[src/hw/rtl/mpc_pkg.sv]
`timescale 1ns / 1ps
// ----------------------------------------------------------------------------
// Media presentation clock package
// Event codes and fixed widths shared by the media clock modules.
// ----------------------------------------------------------------------------
package mpc_pkg;

    localparam int KIND_WIDTH = 3;
    localparam int RATE_WIDTH = 24;

    typedef enum logic [KIND_WIDTH-1:0] {
        KIND_READ     = 3'd0,
        KIND_START    = 3'd1,
        KIND_SET_RATE = 3'd2,
        KIND_PAUSE    = 3'd3,
        KIND_RESUME   = 3'd4,
        KIND_SEEK     = 3'd5,
        KIND_SYNC     = 3'd6
    } t_kind;

    typedef struct packed {
        logic paused;
        logic applied;
    } t_evt_flags;

endpackage

[src/hw/rtl/mpc_event_if.sv]
`timescale 1ns / 1ps
// ----------------------------------------------------------------------------
// Media clock event channel
// Valid/ready channel that carries one clock event per transaction.
// ----------------------------------------------------------------------------
interface mpc_event_if
    import mpc_pkg::*;
#(
    parameter int TIME_BITS = 48
);
    logic                          valid;
    logic                          ready;
    logic [KIND_WIDTH-1:0]         kind;
    logic [TIME_BITS-1:0]          wall_time;
    logic signed [TIME_BITS-1:0]   media_value;
    logic [RATE_WIDTH-1:0]         new_rate;

    modport source (output valid, kind, wall_time, media_value, new_rate, input ready);
    modport sink   (input valid, kind, wall_time, media_value, new_rate, output ready);
endinterface

[src/hw/rtl/mpc_result_if.sv]
`timescale 1ns / 1ps
// ----------------------------------------------------------------------------
// Media clock result channel
// Valid/ready channel that carries one clock reading per transaction.
// ----------------------------------------------------------------------------
interface mpc_result_if #(
    parameter int TIME_BITS = 48
);
    logic                          valid;
    logic                          ready;
    logic signed [TIME_BITS-1:0]   media_time;
    logic                          is_paused;
    logic                          applied;

    modport source (output valid, media_time, is_paused, applied, input ready);
    modport sink   (input valid, media_time, is_paused, applied, output ready);
endinterface

[src/hw/rtl/media_presentation_clock.sv]
`timescale 1ns / 1ps
// ----------------------------------------------------------------------------
// Media presentation clock
// Anchored media clock: each event transaction returns the clock reading at
// its wall time. A result is visible once its event has passed the input register
// and then the result register; throughput is one event per cycle unless the sink stalls the result.
// Synchronous active-low reset: anchors zero, running, rate one, wall master.
// ----------------------------------------------------------------------------
module media_presentation_clock
    import mpc_pkg::*;
#(
    parameter int TIME_BITS      = 48,
    parameter int RATE_FRAC_BITS = 16
) (
    input  logic                i_clk,
    input  logic                i_rst_n,
    input  logic                i_cfg_we,
    input  logic                i_cfg_wdata,
    mpc_event_if.sink           i_in,
    mpc_result_if.source        o_out
);
    localparam logic [RATE_WIDTH-1:0] RATE_ONE = RATE_WIDTH'(1) << RATE_FRAC_BITS;

    logic                        r_s1_valid;
    logic [KIND_WIDTH-1:0]       r_s1_kind;
    logic [TIME_BITS-1:0]        r_s1_wall;
    logic signed [TIME_BITS-1:0] r_s1_media;
    logic [RATE_WIDTH-1:0]       r_s1_rate;

    logic signed [TIME_BITS-1:0] r_anchor_media;
    logic [TIME_BITS-1:0]        r_anchor_wall;
    logic                        r_paused;
    logic [RATE_WIDTH-1:0]       r_rate;
    logic                        r_master;

    logic                        r_out_valid;
    logic signed [TIME_BITS-1:0] r_out_media;
    logic                        r_out_paused;
    logic                        r_out_applied;

    logic                        w_advance;
    logic signed [TIME_BITS-1:0] w_reading;
    logic signed [TIME_BITS-1:0] n_anchor_media;
    logic [TIME_BITS-1:0]        n_anchor_wall;
    logic [RATE_WIDTH-1:0]       n_rate;
    logic signed [TIME_BITS-1:0] n_out_media;
    t_evt_flags                  n_flags;

    assign w_advance  = r_s1_valid && (!r_out_valid || o_out.ready);
    assign i_in.ready = !r_s1_valid || w_advance;

    mpc_reading #(
        .TIME_BITS      (TIME_BITS),
        .RATE_FRAC_BITS (RATE_FRAC_BITS)
    ) u_reading (
        .i_anchor_media (r_anchor_media),
        .i_anchor_wall  (r_anchor_wall),
        .i_paused       (r_paused),
        .i_rate         (r_rate),
        .i_wall         (r_s1_wall),
        .o_reading      (w_reading)
    );

    mpc_event #(
        .TIME_BITS      (TIME_BITS),
        .RATE_FRAC_BITS (RATE_FRAC_BITS)
    ) u_event (
        .i_kind         (r_s1_kind),
        .i_wall         (r_s1_wall),
        .i_media        (r_s1_media),
        .i_new_rate     (r_s1_rate),
        .i_master       (r_master),
        .i_anchor_media (r_anchor_media),
        .i_anchor_wall  (r_anchor_wall),
        .i_paused       (r_paused),
        .i_rate         (r_rate),
        .i_reading      (w_reading),
        .o_anchor_media (n_anchor_media),
        .o_anchor_wall  (n_anchor_wall),
        .o_rate         (n_rate),
        .o_media_time   (n_out_media),
        .o_flags        (n_flags)
    );

    always_ff @(posedge i_clk) begin
        if (!i_rst_n) begin
            r_s1_valid <= 1'b0;
        end else if (i_in.ready) begin
            r_s1_valid <= i_in.valid;
        end
    end

    always_ff @(posedge i_clk) begin
        if (i_in.valid && i_in.ready) begin
            r_s1_kind  <= i_in.kind;
            r_s1_wall  <= i_in.wall_time;
            r_s1_media <= i_in.media_value;
            r_s1_rate  <= i_in.new_rate;
        end
    end

    always_ff @(posedge i_clk) begin
        if (!i_rst_n) begin
            r_master <= 1'b0;
        end else if (i_cfg_we) begin
            r_master <= i_cfg_wdata;
        end
    end

    always_ff @(posedge i_clk) begin
        if (!i_rst_n) begin
            r_anchor_media <= '0;
            r_anchor_wall  <= '0;
            r_paused       <= 1'b0;
            r_rate         <= RATE_ONE;
        end else if (w_advance) begin
            r_anchor_media <= n_anchor_media;
            r_anchor_wall  <= n_anchor_wall;
            r_paused       <= n_flags.paused;
            r_rate         <= n_rate;
        end
    end

    always_ff @(posedge i_clk) begin
        if (!i_rst_n) begin
            r_out_valid <= 1'b0;
        end else if (w_advance) begin
            r_out_valid <= 1'b1;
        end else if (o_out.ready) begin
            r_out_valid <= 1'b0;
        end
    end

    always_ff @(posedge i_clk) begin
        if (w_advance) begin
            r_out_media   <= n_out_media;
            r_out_paused  <= n_flags.paused;
            r_out_applied <= n_flags.applied;
        end
    end

    assign o_out.valid      = r_out_valid;
    assign o_out.media_time = r_out_media;
    assign o_out.is_paused  = r_out_paused;
    assign o_out.applied    = r_out_applied;

`ifndef SYNTH
    a_start_resets: assert property (@(posedge i_clk) disable iff (!i_rst_n)
        (w_advance && (r_s1_kind == KIND_START)) |=> (!r_paused && (r_rate == RATE_ONE)))
        else $error("start transaction did not restore running state at rate one");

    a_paused_matches: assert property (@(posedge i_clk) disable iff (!i_rst_n)
        w_advance |=> (o_out.is_paused == r_paused))
        else $error("reported pause flag differs from clock state");

    a_ready_when_empty: assert property (@(posedge i_clk) disable iff (!i_rst_n)
        !r_out_valid |-> i_in.ready)
        else $error("input stalled while the result register is empty");

    a_rate_nonzero: assert property (@(posedge i_clk) disable iff (!i_rst_n)
        w_advance |=> (r_rate != '0))
        else $error("stored playback rate became zero");
`endif
endmodule

[src/hw/rtl/mpc_reading.sv]
`timescale 1ns / 1ps
// ----------------------------------------------------------------------------
// Media clock reading
// Scales the elapsed wall time by the playback rate and adds it to the anchor media
// time, saturating at the largest signed time; while paused, returns the anchor media time.
// ----------------------------------------------------------------------------
module mpc_reading
    import mpc_pkg::*;
#(
    parameter int TIME_BITS      = 48,
    parameter int RATE_FRAC_BITS = 16
) (
    input  logic signed [TIME_BITS-1:0] i_anchor_media,
    input  logic [TIME_BITS-1:0]        i_anchor_wall,
    input  logic                        i_paused,
    input  logic [RATE_WIDTH-1:0]       i_rate,
    input  logic [TIME_BITS-1:0]        i_wall,
    output logic signed [TIME_BITS-1:0] o_reading
);
    localparam int HALF_BITS = TIME_BITS / 2;
    localparam int HIGH_BITS = TIME_BITS - HALF_BITS;
    localparam int PROD_BITS = TIME_BITS + RATE_WIDTH;
    localparam logic [RATE_WIDTH-1:0] RATE_ONE = RATE_WIDTH'(1) << RATE_FRAC_BITS;
    localparam logic signed [TIME_BITS+1:0] SUM_MAX = {3'b000, {(TIME_BITS-1){1'b1}}};

    logic [TIME_BITS-1:0]               w_elapsed;
    logic [RATE_WIDTH-1:0]              w_rate;
    logic [HALF_BITS+RATE_WIDTH-1:0]    w_prod_lo;
    logic [HIGH_BITS+RATE_WIDTH-1:0]    w_prod_hi;
    logic [PROD_BITS-1:0]               w_prod;
    logic [TIME_BITS-1:0]               w_inc;
    logic signed [TIME_BITS+1:0]        w_sum;

    always_comb begin
        w_elapsed = (i_wall > i_anchor_wall) ? (i_wall - i_anchor_wall) : '0;
        w_rate    = (i_rate == '0) ? RATE_ONE : i_rate;
        w_prod_lo = (HALF_BITS+RATE_WIDTH)'(w_elapsed[HALF_BITS-1:0])
                  * (HALF_BITS+RATE_WIDTH)'(w_rate);
        w_prod_hi = (HIGH_BITS+RATE_WIDTH)'(w_elapsed[TIME_BITS-1:HALF_BITS])
                  * (HIGH_BITS+RATE_WIDTH)'(w_rate);
        w_prod    = (PROD_BITS'(w_prod_hi) << HALF_BITS) + PROD_BITS'(w_prod_lo);
        if (|w_prod[PROD_BITS-1:TIME_BITS+RATE_FRAC_BITS]) begin
            w_inc = '1;
        end else begin
            w_inc = w_prod[TIME_BITS+RATE_FRAC_BITS-1:RATE_FRAC_BITS];
        end
        w_sum = $signed({2'b00, w_inc}) + $signed({{2{i_anchor_media[TIME_BITS-1]}},
                                                   i_anchor_media});
        if (i_paused) begin
            o_reading = i_anchor_media;
        end else if (w_sum > SUM_MAX) begin
            o_reading = SUM_MAX[TIME_BITS-1:0];
        end else begin
            o_reading = w_sum[TIME_BITS-1:0];
        end
    end
endmodule

[src/hw/rtl/mpc_event.sv]
`timescale 1ns / 1ps
// ----------------------------------------------------------------------------
// Media clock event decode
// Applies one event to the clock anchor and selects the reading returned.
// ----------------------------------------------------------------------------
module mpc_event
    import mpc_pkg::*;
#(
    parameter int TIME_BITS      = 48,
    parameter int RATE_FRAC_BITS = 16
) (
    input  logic [KIND_WIDTH-1:0]       i_kind,
    input  logic [TIME_BITS-1:0]        i_wall,
    input  logic signed [TIME_BITS-1:0] i_media,
    input  logic [RATE_WIDTH-1:0]       i_new_rate,
    input  logic                        i_master,
    input  logic signed [TIME_BITS-1:0] i_anchor_media,
    input  logic [TIME_BITS-1:0]        i_anchor_wall,
    input  logic                        i_paused,
    input  logic [RATE_WIDTH-1:0]       i_rate,
    input  logic signed [TIME_BITS-1:0] i_reading,
    output logic signed [TIME_BITS-1:0] o_anchor_media,
    output logic [TIME_BITS-1:0]        o_anchor_wall,
    output logic [RATE_WIDTH-1:0]       o_rate,
    output logic signed [TIME_BITS-1:0] o_media_time,
    output t_evt_flags                  o_flags
);
    localparam logic [RATE_WIDTH-1:0] RATE_ONE = RATE_WIDTH'(1) << RATE_FRAC_BITS;

    always_comb begin
        o_anchor_media  = i_anchor_media;
        o_anchor_wall   = i_anchor_wall;
        o_rate          = i_rate;
        o_media_time    = i_reading;
        o_flags.paused  = i_paused;
        o_flags.applied = 1'b0;
        case (t_kind'(i_kind))
            KIND_START: begin
                o_anchor_media  = i_media;
                o_anchor_wall   = i_wall;
                o_rate          = RATE_ONE;
                o_media_time    = i_media;
                o_flags.paused  = 1'b0;
                o_flags.applied = 1'b1;
            end
            KIND_SET_RATE: begin
                if (i_new_rate != '0) begin
                    o_anchor_media  = i_reading;
                    o_anchor_wall   = i_wall;
                    o_rate          = i_new_rate;
                    o_flags.applied = 1'b1;
                end
            end
            KIND_PAUSE: begin
                if (!i_paused) begin
                    o_anchor_media  = i_reading;
                    o_anchor_wall   = i_wall;
                    o_flags.paused  = 1'b1;
                    o_flags.applied = 1'b1;
                end
            end
            KIND_RESUME: begin
                if (i_paused) begin
                    o_anchor_wall   = i_wall;
                    o_flags.paused  = 1'b0;
                    o_flags.applied = 1'b1;
                end
            end
            KIND_SEEK: begin
                o_anchor_media  = i_media[TIME_BITS-1] ? '0 : i_media;
                o_anchor_wall   = i_wall;
                o_media_time    = i_media[TIME_BITS-1] ? '0 : i_media;
                o_flags.applied = 1'b1;
            end
            KIND_SYNC: begin
                if (i_master && !i_paused) begin
                    o_anchor_media  = i_media;
                    o_anchor_wall   = i_wall;
                    o_media_time    = i_media;
                    o_flags.applied = 1'b1;
                end
            end
            default: begin
                o_flags.applied = 1'b0;
            end
        endcase
    end
endmodule
[src/flat_wrapper.sv]
// flat-port wrapper written by rule: the top's interface ports become plain ports
module media_presentation_clock_flat import mpc_pkg::*;
#(
    parameter int TIME_BITS      = 48,
    parameter int RATE_FRAC_BITS = 16
)
  (i_clk, i_rst_n, i_cfg_we, i_cfg_wdata, i_in_valid, i_in_kind, i_in_wall_time, i_in_media_value, i_in_new_rate, i_in_ready, o_out_valid, o_out_media_time, o_out_is_paused, o_out_applied, o_out_ready);
  mpc_event_if #(.TIME_BITS(TIME_BITS)) i_in_i ();
  mpc_result_if #(.TIME_BITS(TIME_BITS)) o_out_i ();
  input  logic i_clk;
  input  logic i_rst_n;
  input  logic i_cfg_we;
  input  logic i_cfg_wdata;
  input wire logic [$bits(i_in_i.valid)-1:0] i_in_valid;
  input wire logic [$bits(i_in_i.kind)-1:0] i_in_kind;
  input wire logic [$bits(i_in_i.wall_time)-1:0] i_in_wall_time;
  input wire logic [$bits(i_in_i.media_value)-1:0] i_in_media_value;
  input wire logic [$bits(i_in_i.new_rate)-1:0] i_in_new_rate;
  output wire logic [$bits(i_in_i.ready)-1:0] i_in_ready;
  output wire logic [$bits(o_out_i.valid)-1:0] o_out_valid;
  output wire logic [$bits(o_out_i.media_time)-1:0] o_out_media_time;
  output wire logic [$bits(o_out_i.is_paused)-1:0] o_out_is_paused;
  output wire logic [$bits(o_out_i.applied)-1:0] o_out_applied;
  input wire logic [$bits(o_out_i.ready)-1:0] o_out_ready;
  assign i_in_i.valid = i_in_valid;
  assign i_in_i.kind = i_in_kind;
  assign i_in_i.wall_time = i_in_wall_time;
  assign i_in_i.media_value = i_in_media_value;
  assign i_in_i.new_rate = i_in_new_rate;
  assign i_in_ready = i_in_i.ready;
  assign o_out_valid = o_out_i.valid;
  assign o_out_media_time = o_out_i.media_time;
  assign o_out_is_paused = o_out_i.is_paused;
  assign o_out_applied = o_out_i.applied;
  assign o_out_i.ready = o_out_ready;
  media_presentation_clock #(.TIME_BITS(TIME_BITS), .RATE_FRAC_BITS(RATE_FRAC_BITS)) u_core (.i_clk(i_clk), .i_rst_n(i_rst_n), .i_cfg_we(i_cfg_we), .i_cfg_wdata(i_cfg_wdata), .i_in(i_in_i), .o_out(o_out_i));
endmodule
[config.mk]
export PLATFORM = sky130hd
export DESIGN_NAME = media_presentation_clock_flat
export DESIGN_NICKNAME = d
export VERILOG_FILES = /design/src/hw/rtl/mpc_pkg.sv /design/src/hw/rtl/mpc_event_if.sv /design/src/hw/rtl/mpc_result_if.sv /design/src/hw/rtl/media_presentation_clock.sv /design/src/hw/rtl/mpc_reading.sv /design/src/hw/rtl/mpc_event.sv /design/src/flat_wrapper.sv
export SDC_FILE = /design/constraint.sdc
export NUM_CORES = 2
export LEC_CHECK = 0
export BUFFER_PORTS_ARGS = -buffer_cell sky130_fd_sc_hd__buf_2
export CAP_MARGIN = 20
export CORE_MARGIN = 2
export CORE_UTILIZATION = 58
export CTS_CLUSTER_DIAMETER = 150
export DETAILED_ROUTE_END_ITERATION = 6
export GPL_ROUTABILITY_DRIVEN = 0
export HOLD_SLACK_MARGIN = 0.08
export PLACE_DENSITY_LB_ADDON = 0.25
export SLEW_MARGIN = 20
export SYNTH_ARGS = -nofsm -noshare
export SYNTH_HDL_FRONTEND = slang
export SYNTH_SLANG_ARGS = --single-unit
export TNS_END_PERCENT = 100
[constraint.sdc]
create_clock -name i_clk -period 17.25 [get_ports i_clk]
set_clock_uncertainty 0.15 [all_clocks]
set_input_delay 1.725 -clock i_clk [delete_from_list [all_inputs] [get_ports i_clk]]
set_output_delay 1.725 -clock i_clk [all_outputs]
set_load 0.005 [all_outputs]
* Yosys cells after proc, flatten, opt, wreduce, memory -nomap -nowiden
Cells that the tools add are included.
W data, S select, Z words.
** Cells by class
- Add/sub/neg operators :: 3
- Equality and inequality tests :: 10
- Magnitude comparators :: 2
- Multipliers :: 2
- Multiplexer cells :: 27
- Reduce and logical (&&, ||, !) cells :: 19
** Operator list (number)
- $mux W48 :: 12
- $pmux W48 S5 :: 2
- $pmux W48 S3 :: 1
- $mul A24 B24 Y48 :: 2
- $add A72 B48 Y72 :: 1
- $add A49 B48 Y50 :: 1
- $gt A50 B48 Y1 const B :: 1
- $gt A48 B48 Y1 :: 1
- $mux W24 :: 2
- $pmux W24 S2 :: 1
- $sub A48 B48 Y48 :: 1
- $mux W47 :: 1
- $logic_not A24 Y1 :: 1
- $reduce_bool A24 Y1 :: 1
- $reduce_bool A5 Y1 :: 2
- $eq A3 B3 Y1 const B :: 3
- $reduce_or A8 Y1 :: 1
- $eq A3 B2 Y1 const B :: 2
- $mux W1 :: 6
- $ne A2 B2 Y1 const B :: 3
- $reduce_and A6 Y1 :: 1
- $pmux W1 S5 :: 1
- $reduce_and A5 Y1 :: 1
- $reduce_bool A2 Y1 :: 2
- other kinds (8) :: 13
** Word-level totals
- Output and inout port bits :: 52
- Bits of input ports :: 129
- Register bits after elaboration :: 297
- Word-level logic and storage cells :: 77

* Depth between registers and ports, before layout
- Depth in word-level cells :: 12
- Gate-level depth with buffers :: 68
- Gate-level depth less buffers :: 64

* Modules after synthesis
Synthesis repeated with hierarchy kept, for this count alone.
** Second synthesis, totals
- Cells, all modules :: 6714
- Area, all modules :: 58902.7 sq um
** By module, submodules not included
- mpc_reading :: sequential area each 0.0 sq um, cells an instance 5531, area an instance 45587.5 sq um, times used 1
- media_presentation_clock :: sequential area each 7677.4 sq um, cells an instance 710, area an instance 10164.7 sq um, times used 1
- mpc_event :: sequential area each 0.0 sq um, cells an instance 473, area an instance 3150.5 sq um, times used 1

* Worst setup path after synthesis
Ideal clock, no wire load.
- Path kind :: register -> register
- Start point :: register u_core.r_s1_wall[1]
- End point :: register u_core.r_out_media[14] (netlist: u_core.o_out.media_time[14]), data pin
- Buffers on the path :: 6
- Data required time :: 16.843 ns
- Library setup time :: 0.257 ns
- Arrival time :: 15.180 ns
- Cell stages (with the launch flop) :: 62
- Path slack :: 1.663 ns
- Period minus slack after synthesis :: 15.587 ns
- Path through :: edfxtp_1 > ha_1 > nor2b_1 > o21ai_0 > a21boi_0 > o41ai_1 > a2111oi_0 > nor4b_1 > nor3b_1 > a31oi_1 > a211o_1 > o21ai_0 > xor2_1 > clkbuf_1 > nand2_1 > fa_1 > fa_1 > fa_1 > [... 26 more ...] > and4bb_4 > buf_6 > buf_6 > nand2_1 > ha_1 > a21o_1 > a221o_1 > a2111oi_0 > o31ai_1 > a211oi_1 > o21ai_0 > nor3_1 > nor2_1 > o311a_1 > nor2_1 > buf_2 > nand2_1 > a32o_1
** On the way
- Longest elaborated chain between the ends :: 12
- Elaborated cells on any way between the ends :: 14
- Classes of those cells :: 3 x add/sub; 2 x mul; 2 x order compare; 6 x mux; 1 x reduce/logical
** Ends and longest elaborated chain
- start, declared :: RTL line media_presentation_clock.sv:26 : logic [TIME_BITS-1:0] r_s1_wall;
- start signal, assigned :: RTL line media_presentation_clock.sv:96 : r_s1_wall <= i_in.wall_time;
- $sub A48 B48 Y48 or $gt A48 B48 Y1 (tied branches) :: RTL line mpc_reading.sv:35 : w_elapsed = (i_wall > i_anchor_wall) ? (i_wall - i_anchor_wall) : '0;
- $mux W48 (*) :: RTL line mpc_reading.sv:35
- $mul A24 B24 Y48, on equally long branches :: RTL line mpc_reading.sv:40, mpc_reading.sv:38
- $add A72 B48 Y72 (*) :: RTL line mpc_reading.sv:41 : w_prod = (PROD_BITS'(w_prod_hi) << HALF_BITS) + PROD_BITS'(w_prod_lo);
- $reduce_or A8 Y1 :: RTL line mpc_reading.sv:42 : if (|w_prod[PROD_BITS-1:TIME_BITS+RATE_FRAC_BITS]) begin
- $mux W48 (*) :: RTL line mpc_reading.sv:42
- $add A49 B48 Y50 (*) :: RTL line mpc_reading.sv:47 : w_sum = $signed({2'b00, w_inc}) + $signed({{2{i_anchor_media[TIME_BITS-1]}},
- $gt A50 B48 Y1 :: RTL line mpc_reading.sv:51 : end else if (w_sum > SUM_MAX) begin
- $mux W48 (*) :: RTL line mpc_reading.sv:51
- $mux W48 (*) :: RTL line mpc_reading.sv:49 : if (i_paused) begin
- $mux W48 :: RTL line mpc_event.sv:76 : if (i_master && !i_paused) begin
- $pmux W48 S3 (*) :: RTL line mpc_event.sv:37 : case (t_kind'(i_kind))
- named net u_core.n_out_media[14] :: RTL line media_presentation_clock.sv:46 : logic signed [TIME_BITS-1:0] n_out_media;
- end signal, assigned :: RTL line media_presentation_clock.sv:136 : r_out_media <= n_out_media;
- end, declared :: RTL line media_presentation_clock.sv:37 : logic signed [TIME_BITS-1:0] r_out_media;
The timed path passes the listed nets; every way through them passes the cells marked *.
A chain may end at the register's enable or synchronous reset.

* Worst setup path in the final report
- Start point :: register u_core.r_s1_wall[41]
- End point :: register u_core.r_out_media[10] (netlist: u_core.o_out.media_time[10]), data pin
Same word-level chain as after synthesis.

==> results.cfg <==
[floorplan]
design.die.area_um2 = 101000
fp.dieH_um = 317
ios = 181
die_x_um = 317
core_um2 = 97000
fp-row-count = 114
start_util = 0.587

[global_route]
grt_pass1_vias = 48500
antenna_found_initial = 9
grt_pass1_wl_mm = 280
grt-ovfl-total = 0
grt_max_degree = 66
grt_util_all_layers = 0.364

[cts]
cts_tree = built
h-tree-depth = 1
clock-root-buffer = clkbuf_16
numCtsBuffers = 31
clk_pin_slew_worst_paths_ps = 60
clkSinkCount = 297
clockBufferDepth = 3
worstSkewPairLatency_ps = 590
cts_hold_buf = 0

[synthesis]
ys_ff_latch = 297
syn_area_um2 = 56900
yosysMostFrequentCell = inv_1
syn_inst = 6461
synth-edff-count = 173
ys_types = 94
ys_warn_count = 0
syn-num-nets = 8042
syn_area_per_cell_um2 = 8.81
synth_ff_type = edfxtp_1
synth.area.top_cells = fa_1, ha_1, edfxtp_1, inv_1, nand2_1
yosys.area.top_type_share = 0.348
yosysSeqAreaShare = 0.135
synth.largest_area_cell = fa_1
async_flop_share = 0
synth_commonest_cells = inv_1, fa_1, nand2_1

[power_and_ir_drop]
ir_drop_uv = 98.0
p_seq_frac = 0.255
p_clk_frac = 0.193
swShare = 0.465
p_leak_nw = 29.0
comb_power_share = 0.552
p_per_area_nw_per_um2 = 55.3
intPower_mw = 1.80
p_switching_mw = 1.56

[routing]
via_per_inst = 6.05
drc = 0
routedWlPerCell_um = 23.1
ant_nets = 0
wirelength_mm = 180
drtIter0Drc = 4568
firstDrtPassIters = 6
route.vias.total = 47100

[worst_setup_path]
rr_worst_depth = 52
critPathRequiredTime_ps = 17440
cp-end-kind = register
crit_buf_inv = 5
start_kind = register
crit_family = adder cells
crit_top_cell = fa_1
path_class = register to register
slowest_stage = and2_1
cp.depth = 52
cp_slowest_stage_delay_ps = 860
path_max_fanout = 32
arrival_ps = 16910

[status]
status = complete, no violations

[place]
hpwl_mm = 141
place_inst = 7705
port_buffers = 180
dp_slack_ps = -363

[sta]
holdWs_ps = 369
worstMarginPinSlew_ps = 1210
worst_slack_ps = 531
hold_viol_final = 0
tns_ps = 0
fin_crit_sh = 0.969
setup_viol = 0
fmax_mhz = 59.8
relSlewSlack = 0.192
min_period_ps = 16720
maxSlewViolCount = 0

[finish]
nets = 8048
area_delta_synth_final_pct = 6.60
drive_gt1_frac = 0.0789
layoutNonFillerInstCount = 7773
post-route-util = 0.626

[min_path]
hold_depth = 2
min_path_type = register to register

[flow_run]
drv_cap = 0
state kept, by name, summed over array words and instances, names as in the netlist:
signal                   flops
u_core.o_out.applied         1
u_core.o_out.is_paused       1
u_core.o_out.media_time     48
u_core.o_out.valid           1
u_core.r_anchor_media       48
u_core.r_anchor_wall        48
u_core.r_master              1
u_core.r_paused              1
u_core.r_rate               24
u_core.r_s1_kind             3
u_core.r_s1_media           48
u_core.r_s1_rate            24
u_core.r_s1_valid            1
u_core.r_s1_wall            48
area by class of cell:
type | instances | area, µm²
Multi-Input combinational cell | 4617 | 43800
Fill cell | 8243 | 36300
Timing Repair Buffer | 344 | 2180
Clock buffer | 37 | 798
Clock inverter | 21 | 174
Antenna cell | 5 | 12.5
Tap cell | 1276 | 1600
Sequential cell | 297 | 7680
Inverter | 1176 | 4410
worst register-to-register path, delay by kind of cell, from the launching register on:
family / cells / cell delay, ps
AOI/OAI and AO/OA: 20 / 4890
and+or+nand+nor: 13 / 3380
DFF: 1 / 430
xor gates and xnor gates: 1 / 250
buffers and inverters: 5 / 1280
adders and majority gates: 13 / 6110
cells in the final DEF, fill, tap and decap left out, types with 73 or more instances in the layout:
master	instances
nand2_1	975
buf_2	179
xnor2_1	95
a21o_1	136
ha_1	459
dfxtp_1	123
o21ai_0	167
edfxtp_1	173
and2_1	347
fa_1	990
a21oi_1	286
inv_1	1175
nor2b_1	103
and3_1	73
buf_4	160
nor2_1	184
worst paths after layout:
kind | from | to | slack (ps)
max | u_core.r_s1_wall[41]$_DFFE_PP_ | u_core.o_out.media_time[10]$_DFFE_PP_ | 530
min reg2reg | u_core.r_anchor_wall[19]$_SDFFE_PN0P_ | u_core.r_anchor_wall[19]$_SDFFE_PN0P_ | 370
max reg2reg | u_core.r_s1_wall[41]$_DFFE_PP_ | u_core.o_out.media_time[10]$_DFFE_PP_ | 530
min | u_core.r_anchor_wall[19]$_SDFFE_PN0P_ | u_core.r_anchor_wall[19]$_SDFFE_PN0P_ | 370
power groups by stage:
stage / registers [mW] / clock network, mW / logic [mW]
2_1_floorplan: 0.854 / 0 / 1.14
3_3_place_gp: 0.869 / 0 / 1.74
3_5_place_dp: 0.867 / 0 / 1.77
4_1_cts: 0.854 / 0.658 / 1.79
5_1_grt: 0.858 / 0.683 / 1.99
6_report: 0.855 / 0.649 / 1.85
routing by layer:
metal | global-route usage | wire length [µm] | up-vias
met3 | 0.0882 | 20400 | 650
li1 | - | - | 20400
met5 | 0 | 37 | -
met2 | 0.570 | 79800 | 2701
met4 | 0.211 | 13300 | 6
met1 | 0.463 | 66000 | 23300
metrics by stage:
step	total power [mW]	cell area, µm²
finish	3.36	60700
global route	3.53	60700
CTS	3.30	60400
detailed placement	2.64	59400
global placement	2.61	59400
floorplan	2.00	56900
cell families (layout without fill, tap and decap cells):
| group | Yosys count | count (layout) | synth area share |
|---|---|---|---|
| flops | 297 | 297 | 0.135 |
| other cells | 0 | 5 | 0 |
| buf+inv | 1547 | 1578 | 0.103 |
| compound gates | 969 | 969 | 0.110 |
| simple gates | 1965 | 1965 | 0.166 |
| fa+ha+maj | 1452 | 1452 | 0.450 |
| mux | 56 | 56 | 0.00993 |
| xor+xnor | 175 | 175 | 0.0269 |
what timing repair did:
action | CTS | global route
buffers inserted | 0 | 5
resized for setup | 7 | 51
pin swaps | 0 | 3
setup endpoints to repair | 95 | 96
Power figures use the tool's default switching activity.
